File: src/hdl/spps_pkg.sv
// Package for the stacked periodic pulse sum block.
// Holds widths, counts and the channel entry type; no dependencies.
package spps_pkg;
    localparam int CHANNELS  = 8;
    localparam int IDX_BITS  = 3;
    localparam int TIME_BITS = 32;
    localparam int PER_BITS  = 32;
    localparam int FRAC_BITS = 16;
    localparam int HGT_BITS  = 16;
    localparam int VAL_BITS  = 19;
    localparam int CNT_BITS  = 4;

    localparam logic [1:0] REG_CHANNELS = 2'd0;
    localparam logic [1:0] REG_MIN      = 2'd1;
    localparam logic [1:0] REG_MAX      = 2'd2;

    localparam logic MODE_EVAL  = 1'b0;
    localparam logic MODE_WRITE = 1'b1;

    typedef struct packed {
        logic [PER_BITS-1:0]        period;
        logic [FRAC_BITS-1:0]       start;
        logic [FRAC_BITS-1:0]       width;
        logic signed [HGT_BITS-1:0] height;
    } entry_t;

    // Token moving down the chain: the evaluation time and the running sum.
    typedef struct packed {
        logic                       valid;
        logic [TIME_BITS-1:0]       t;
        logic signed [VAL_BITS+2:0] sum;
    } token_t;

    localparam int SUM_BITS = VAL_BITS + 3;
endpackage

File: src/hdl/stacked_periodic_pulse_sum.sv
// Top level of the stacked periodic pulse sum block.
// Uses spps_pkg and a row of spps_cell instances.
//
// Usage: s_ beats carry either a channel entry write (mode 1, no result)
// or an evaluate request (mode 0) at time s_time_req. Each evaluation
// yields one m_value beat: the sum of heights of the first channels_in_use
// channels whose window holds the time's phase, clamped to min/max.
// A token walks the chain of eight cells; each enabled cell with a nonzero
// period takes the token, reduces the time mod period, works out the phase
// fraction and adds its height; a skipped cell passes the token straight
// on. The result register loads in the cycle after the last cell hands
// the token on, and m_valid rises with it. One item is in flight at a
// time: s_ready stays low from the accepted evaluate beat until its
// result is taken. A write does not drop s_ready.
// While the receiver stalls, the block holds the result and accepts no
// new beat.
// Reset (aresetn low, synchronous) clears the table to zero,
// channels_in_use to 0 and the bounds to their full range.
// The user must write configuration through cfg_we/cfg_index/cfg_data only when idle; the block does not enforce it.
module stacked_periodic_pulse_sum (
    input  logic        aclk,
    input  logic        aresetn,
    input  logic        cfg_we,
    input  logic [1:0]  cfg_index,
    input  logic [18:0] cfg_data,
    input  logic        s_valid,
    output logic        s_ready,
    input  logic        s_mode,
    input  logic [31:0] s_time_req,
    input  logic [2:0]  s_channel_index,
    input  logic [31:0] s_period,
    input  logic [15:0] s_start_phase,
    input  logic [15:0] s_width_fraction,
    input  logic signed [15:0] s_height,
    output logic        m_valid,
    input  logic        m_ready,
    output logic signed [18:0] m_value
);
    localparam int N = spps_pkg::CHANNELS;

    logic [spps_pkg::CNT_BITS-1:0] chan_reg;
    logic signed [spps_pkg::VAL_BITS-1:0] min_reg, max_reg;
    logic busy_reg, busy_next;
    logic m_valid_reg, m_valid_next;
    logic signed [spps_pkg::VAL_BITS-1:0] value_reg, value_next;
    spps_pkg::token_t chain [N+1];
    spps_pkg::entry_t wr_entry;
    logic signed [spps_pkg::SUM_BITS-1:0] s1;
    logic accept;

    assign s_ready = !busy_reg && !m_valid_reg;
    assign accept = s_valid && s_ready;

    always_ff @(posedge aclk) begin
        if (!aresetn) begin
            chan_reg <= '0;
            min_reg  <= -19'sd262144;
            max_reg  <= 19'sd262143;
        end else if (cfg_we) begin
            case (cfg_index)
                spps_pkg::REG_CHANNELS: chan_reg <= cfg_data[spps_pkg::CNT_BITS-1:0];
                spps_pkg::REG_MIN:      min_reg <= cfg_data;
                spps_pkg::REG_MAX:      max_reg <= cfg_data;
                default: ;
            endcase
        end
    end

    assign wr_entry = '{period: s_period, start: s_start_phase,
                        width: s_width_fraction, height: s_height};

    always_comb begin
        chain[0].valid = accept && s_mode == spps_pkg::MODE_EVAL;
        chain[0].t     = s_time_req;
        chain[0].sum   = '0;
    end

    for (genvar i = 0; i < N; i++) begin : g_cell
        spps_cell u_cell (
            .aclk     (aclk),
            .aresetn  (aresetn),
            .wr_en    (accept && s_mode == spps_pkg::MODE_WRITE
                       && s_channel_index == spps_pkg::IDX_BITS'(i)),
            .wr_entry (wr_entry),
            .enabled  ({1'b0, chan_reg} > 5'(i)),
            .tok_in   (chain[i]),
            .tok_out  (chain[i+1])
        );
    end

    always_comb begin
        busy_next    = busy_reg;
        m_valid_next = m_valid_reg;
        value_next   = value_reg;
        s1 = chain[N].sum;
        if (s1 < spps_pkg::SUM_BITS'(min_reg)) s1 = spps_pkg::SUM_BITS'(min_reg);
        if (s1 > spps_pkg::SUM_BITS'(max_reg)) s1 = spps_pkg::SUM_BITS'(max_reg);
        if (chain[0].valid) busy_next = 1'b1;
        if (chain[N].valid) begin
            busy_next    = 1'b0;
            m_valid_next = 1'b1;
            value_next   = s1[spps_pkg::VAL_BITS-1:0];
        end else if (m_valid_reg && m_ready) begin
            m_valid_next = 1'b0;
        end
    end

    always_ff @(posedge aclk) begin
        if (!aresetn) begin
            busy_reg    <= 1'b0;
            m_valid_reg <= 1'b0;
        end else begin
            busy_reg    <= busy_next;
            m_valid_reg <= m_valid_next;
        end
        value_reg <= value_next;
    end

    assign m_valid = m_valid_reg;
    assign m_value = value_reg;
endmodule

File: src/hdl/spps_cell.sv
// One channel cell: holds one table entry, takes the token from its left
// neighbor, divides bit-serially for the phase and adds its height if the
// phase is in its window. Depends on spps_pkg.
module spps_cell (
    input  logic                  aclk,
    input  logic                  aresetn,
    input  logic                  wr_en,
    input  spps_pkg::entry_t      wr_entry,
    input  logic                  enabled,
    input  spps_pkg::token_t      tok_in,
    output spps_pkg::token_t      tok_out
);
    localparam logic [1:0] ST_IDLE = 2'd0;
    localparam logic [1:0] ST_MOD  = 2'd1;
    localparam logic [1:0] ST_FRAC = 2'd2;
    localparam logic [1:0] ST_DONE = 2'd3;

    spps_pkg::entry_t entry_reg;
    spps_pkg::token_t tok_reg, tok_next;
    logic [1:0]  state_reg, state_next;
    logic [5:0]  step_reg, step_next;
    logic [spps_pkg::PER_BITS:0]    rem_reg, rem_next;
    logic [spps_pkg::TIME_BITS-1:0] dvd_reg, dvd_next;
    logic [spps_pkg::FRAC_BITS-1:0] q_reg, q_next;
    logic [spps_pkg::PER_BITS:0]    trial;
    logic [spps_pkg::PER_BITS:0]    shifted;
    logic [spps_pkg::FRAC_BITS:0]   off;
    logic                           hit;
    logic signed [spps_pkg::SUM_BITS-1:0] h_ext;

    always_ff @(posedge aclk) begin
        if (!aresetn) begin
            entry_reg <= '0;
        end else if (wr_en) begin
            entry_reg <= wr_entry;
        end
    end

    always_comb begin
        shifted = state_reg == ST_MOD
                ? {rem_reg[spps_pkg::PER_BITS-1:0], dvd_reg[spps_pkg::TIME_BITS-1]}
                : {rem_reg[spps_pkg::PER_BITS-1:0], 1'b0};
        trial = shifted - {1'b0, entry_reg.period};
        off = {1'b0, entry_reg.start} + {1'b0, entry_reg.width};
        if (!off[spps_pkg::FRAC_BITS])
            hit = q_reg > entry_reg.start && q_reg < off[spps_pkg::FRAC_BITS-1:0];
        else
            hit = q_reg < off[spps_pkg::FRAC_BITS-1:0] || q_reg > entry_reg.start;
        h_ext = spps_pkg::SUM_BITS'(entry_reg.height);

        state_next = state_reg;
        step_next  = step_reg;
        rem_next   = rem_reg;
        dvd_next   = dvd_reg;
        q_next     = q_reg;
        tok_next   = tok_reg;
        tok_next.valid = 1'b0;
        case (state_reg)
            ST_IDLE: begin
                if (tok_in.valid) begin
                    tok_next.t   = tok_in.t;
                    tok_next.sum = tok_in.sum;
                    rem_next = '0;
                    dvd_next = tok_in.t;
                    step_next = '0;
                    if (!enabled || entry_reg.period == '0) begin
                        tok_next.valid = 1'b1;
                    end else begin
                        state_next = ST_MOD;
                    end
                end
            end
            ST_MOD: begin
                // restoring division, one dividend bit a cycle
                rem_next = trial[spps_pkg::PER_BITS] ? shifted : trial;
                dvd_next = {dvd_reg[spps_pkg::TIME_BITS-2:0], 1'b0};
                step_next = step_reg + 6'd1;
                if (step_reg == 6'(spps_pkg::TIME_BITS-1)) begin
                    step_next = '0;
                    state_next = ST_FRAC;
                end
            end
            ST_FRAC: begin
                rem_next = trial[spps_pkg::PER_BITS] ? shifted : trial;
                q_next = {q_reg[spps_pkg::FRAC_BITS-2:0], ~trial[spps_pkg::PER_BITS]};
                step_next = step_reg + 6'd1;
                if (step_reg == 6'(spps_pkg::FRAC_BITS-1)) begin
                    state_next = ST_DONE;
                end
            end
            ST_DONE: begin
                if (hit) tok_next.sum = tok_reg.sum + h_ext;
                tok_next.valid = 1'b1;
                state_next = ST_IDLE;
            end
            default: state_next = ST_IDLE;
        endcase
    end

    always_ff @(posedge aclk) begin
        if (!aresetn) begin
            state_reg <= ST_IDLE;
            tok_reg.valid <= 1'b0;
        end else begin
            state_reg <= state_next;
            tok_reg.valid <= tok_next.valid;
        end
        tok_reg.t   <= tok_next.t;
        tok_reg.sum <= tok_next.sum;
        step_reg <= step_next;
        rem_reg  <= rem_next;
        dvd_reg  <= dvd_next;
        q_reg    <= q_next;
    end

    assign tok_out = tok_reg;
endmodule
File: config.mk
export PLATFORM = sky130hd
export DESIGN_NAME = stacked_periodic_pulse_sum
export DESIGN_NICKNAME = d
export VERILOG_FILES = /design/src/hdl/spps_pkg.sv /design/src/hdl/stacked_periodic_pulse_sum.sv /design/src/hdl/spps_cell.sv
export SDC_FILE = /design/constraint.sdc
export NUM_CORES = 2
export LEC_CHECK = 0
export BUFFER_PORTS_ARGS = -buffer_cell sky130_fd_sc_hd__buf_2
export CORE_ASPECT_RATIO = 2
export CORE_MARGIN = 8
export CORE_UTILIZATION = 60
export DETAILED_ROUTE_END_ITERATION = 12
export GPL_TIMING_DRIVEN = 0
export HOLD_SLACK_MARGIN = 0.06
export PLACE_DENSITY = 0.77
export RECOVER_POWER = 100
export REMOVE_ABC_BUFFERS = 1
export SLEW_MARGIN = 30
export SYNTH_ARGS = -nofsm -noshare
export SYNTH_HDL_FRONTEND = slang
export SYNTH_SLANG_ARGS = --single-unit
File: constraint.sdc
create_clock -name aclk -period 8.4 [get_ports aclk]
set_input_delay 0.84 -clock aclk [delete_from_list [all_inputs] [get_ports aclk]]
set_output_delay 0.84 -clock aclk [all_outputs]
set_load 0.03 [all_outputs]
==> reports/qor.json <==
{
  "outcome": "complete, but fails checks",
  "failed_checks": "max-capacitance violations, max-slew violations",
  "route.detailed.drc": 0,
  "wire_length_of_the_first_global_routing_pass_um": 426000,
  "grt_setup_unrepaired": "false",
  "die-height_um": 599,
  "detail_route.wl_per_cell_um": 21.4,
  "number_of_global_route_vias_before_repair": 81700,
  "cp_data_required_time_ps": 8930,
  "antenna_found_initial": 9,
  "start_util_pct": 60.2,
  "dr_total_vias": 77600,
  "final-hold-violation-count": 0,
  "total_of_warnings_raised_by_yosys": 0,
  "min_delay_path_depth": 1,
  "hold_ws_ps": 211,
  "tritoncts.num_buffers": 172,
  "cts_num_sinks": 1815,
  "syn_area_sq_um": 102000,
  "cts_hold_repair.buffers": 0,
  "final.setup_skew_ps": 61.2,
  "yosysUniqueCellTypes": 94,
  "post_cts_resized": 0,
  "cts_max_path_buffers": 4,
  "cts_setup_buffers": 0,
  "fmax_ghz": 0.141,
  "setup_violations": 0,
  "detail_route.vias_per_cell": 6.05,
  "syn_avg_cell_area_sq_um": 9.84,
  "top_layer_used": "met5",
  "io_pins": 163,
  "clk-insertion-delay-late_ps": 840,
  "most_frequent_cells_in_the_layout": "sky130_fd_sc_hd__nand2_1 (1726), sky130_fd_sc_hd__a21oi_1 (1150), sky130_fd_sc_hd__edfxtp_1 (1107), sky130_fd_sc_hd__ha_1 (892), sky130_fd_sc_hd__dfxtp_1 (708)",
  "tritoncts": "built",
  "critical-path-max-stage-delay_ps": 810,
  "fin_nets": 11500,
  "largest_register_ff_count": 640,
  "crit_path_start_kind": "flip-flop",
  "fin_crit_sh_pct": 84.6,
  "drtIter0Drc": 5001,
  "layout_commonest_cell": "sky130_fd_sc_hd__nand2_1",
  "clk_transition_reported_paths_ps": 70,
  "max-slew-margin-rel_pct": -203,
  "synth-seq-cells": 1815,
  "timing.critical_path.mode_cell": "sky130_fd_sc_hd__clkbuf_1",
  "std_cell_rows": 214,
  "route.antenna.remaining_nets": 0,
  "worst-endpoint-arrival_ps": 7640,
  "totalPowerFinal_mw": 22.0,
  "cts_htree_levels": 4,
  "detailed_routed_wire_length_on_met3_um": 14600,
  "layout.filler_cells": 13200,
  "floorplan.core_area_sq_um": 169000,
  "worstRegToRegCells": 25,
  "place.detailed.hpwl_um": 204000,
  "synth_async_sr_flop_share_pct": 0,
  "critical_path_peak_fanout": 12,
  "met2_wirelength_um": 142000,
  "critPathTopFamily": "compound AO/OA/AOI/OAI gates",
  "share_of_final_layout_standard_cells_stronger_than_drive_strength_1_pct": 7.84,
  "area.growth.synth_to_final_pct": 8.36,
  "total_leakage_power_nw": 41.5,
  "final_period_minus_worst_setup_slack_ps": 7110,
  "synth-edff-count": 1107,
  "worst_ir_drop_vdd_mv": 0.220,
  "netlist_instances": 10400,
  "worstHoldPathType": "input pin to flip-flop",
  "crit_buf_inv": 5,
  "drt_wl_total_um": 274000,
  "end_kind": "flip-flop",
  "core_utilization_of_the_finished_layout_pct": 65.3,
  "x_dimension_of_the_die_um": 308,
  "critical_path_class": "flip-flop to flip-flop",
  "tightestPinTransition_ps": 4550,
  "overflow": 0,
  "maxCapViolations": 35,
  "synth_ff_type": "sky130_fd_sc_hd__edfxtp_1",
  "critical_path.reg2reg.startpoint": "g_cell[7].u_cell.tok_out[11]",
  "synth-seq-area-share_pct": 46.4,
  "maxSlewViolCount": 1092,
  "timing.hold.worst.start": "s_time_req[15]",
  "clock_tree.root_cell": "sky130_fd_sc_hd__clkbuf_16",
  "powerDensity_nw_per_um2": 199,
  "grt_max_degree": 118,
  "grt.total_usage_pct": 29.0,
  "met1_length_um": 93100,
  "place.port_buffers": 162,
  "critical_path.slowest_cell": "sky130_fd_sc_hd__o41ai_1",
  "globalplace.congestion": 0.940,
  "worstSetupPathDepth": 25,
  "fp.dieArea_sq_um": 184000,
  "dr.pass1.iters": 6,
  "critical_path.startpoint": "g_cell[7].u_cell.tok_out[11]"
}
power by group:
group,switching (mW),internal [mW],total (mW),leakage [nW]
Sequential,0.261,10.1,10.3,15.8
Combinational,2.23,1.42,3.65,22.9
Clock,3.51,4.52,8.03,2.76
path summary, 6_finish.rpt:
kind | to | slack [ps]
worst max register to register | m_value[11] | 1290
worst min-delay path | g_cell[0].u_cell.tok_out[37] | 210
worst max-delay path | m_value[11] | 1290
worst min register to register | g_cell[6].u_cell.tok_out[52] | 440
cell type report:
| cell class | count | area (sq um) | area share (%) |
|---|---|---|---|
| Multi-Input combinational cell | 7468 | 50100 | 45.2 |
| Sequential cell | 1815 | 47400 | 42.9 |
| Clock buffer | 225 | 4810 | 4.35 |
| Tap cell | 2268 | 2840 | 2.56 |
| Inverter | 643 | 2410 | 2.18 |
| Timing Repair Buffer | 325 | 2260 | 2.05 |
| Clock inverter | 81 | 836 | 0.755 |
| Antenna cell | 6 | 15.0 | 0.0136 |
kinds of logic (layout without fill, tap and decap cells):
group / Yosys count / in the layout / synth area share, %
simple gates: 3050 / 3050 / 12.9
compound gates: 2478 / 2478 / 15.0
flops: 1815 / 1815 / 46.4
buf+inv: 1093 / 1274 / 4.42
fa+ha+maj: 916 / 916 / 11.4
mux: 528 / 528 / 5.54
xor+xnor: 496 / 496 / 4.36
other cells: 0 / 6 / 0
per-stage QoR:
stage / setup TNS (ps) / cell area, sq um / setup WS, ps / cells
after floorplan: 0 / 100000 / 941 / 9926
after global placement: -1367920 / 104000 / -3170 / 12400
after detailed placement: 0 / 107000 / 1990 / 12500
after CTS: 0 / 112000 / 1910 / 12800
after global routing: 0 / 111000 / 840 / 12800
final: 0 / 111000 / 1290 / 12800
cells in the mapped netlist (88+ instances only):
cell type,count,share of area [%]
sky130_fd_sc_hd__a21o_1,320,2.4
sky130_fd_sc_hd__xnor2_1,302,2.6
sky130_fd_sc_hd__mux2i_1,234,2.3
sky130_fd_sc_hd__xor2_1,186,1.6
sky130_fd_sc_hd__mux2_2,290,3.2
sky130_fd_sc_hd__buf_4,88,0.65
sky130_fd_sc_hd__edfxtp_1,1107,33
sky130_fd_sc_hd__ha_1,892,11
sky130_fd_sc_hd__nand4_1,101,0.62
sky130_fd_sc_hd__nor2b_1,105,0.64
sky130_fd_sc_hd__nand2_1,1726,6.3
sky130_fd_sc_hd__o21ai_0,361,1.8
sky130_fd_sc_hd__a21oi_1,1150,5.6
sky130_fd_sc_hd__nor2_1,601,2.2
sky130_fd_sc_hd__clkbuf_1,332,1.2
sky130_fd_sc_hd__dfxtp_1,708,14
sky130_fd_sc_hd__inv_1,642,2.4
sky130_fd_sc_hd__nand2b_1,95,0.58
layer usage:
metal  GRT usage [%]  vias to the layer above
met2            54.0                     2369
met1            28.8                    37400
met5               0                        -
li1                -                    36800
met3            3.66                     1102
met4            22.2                        2
Note: power is estimated with default switching activity, not from simulation.
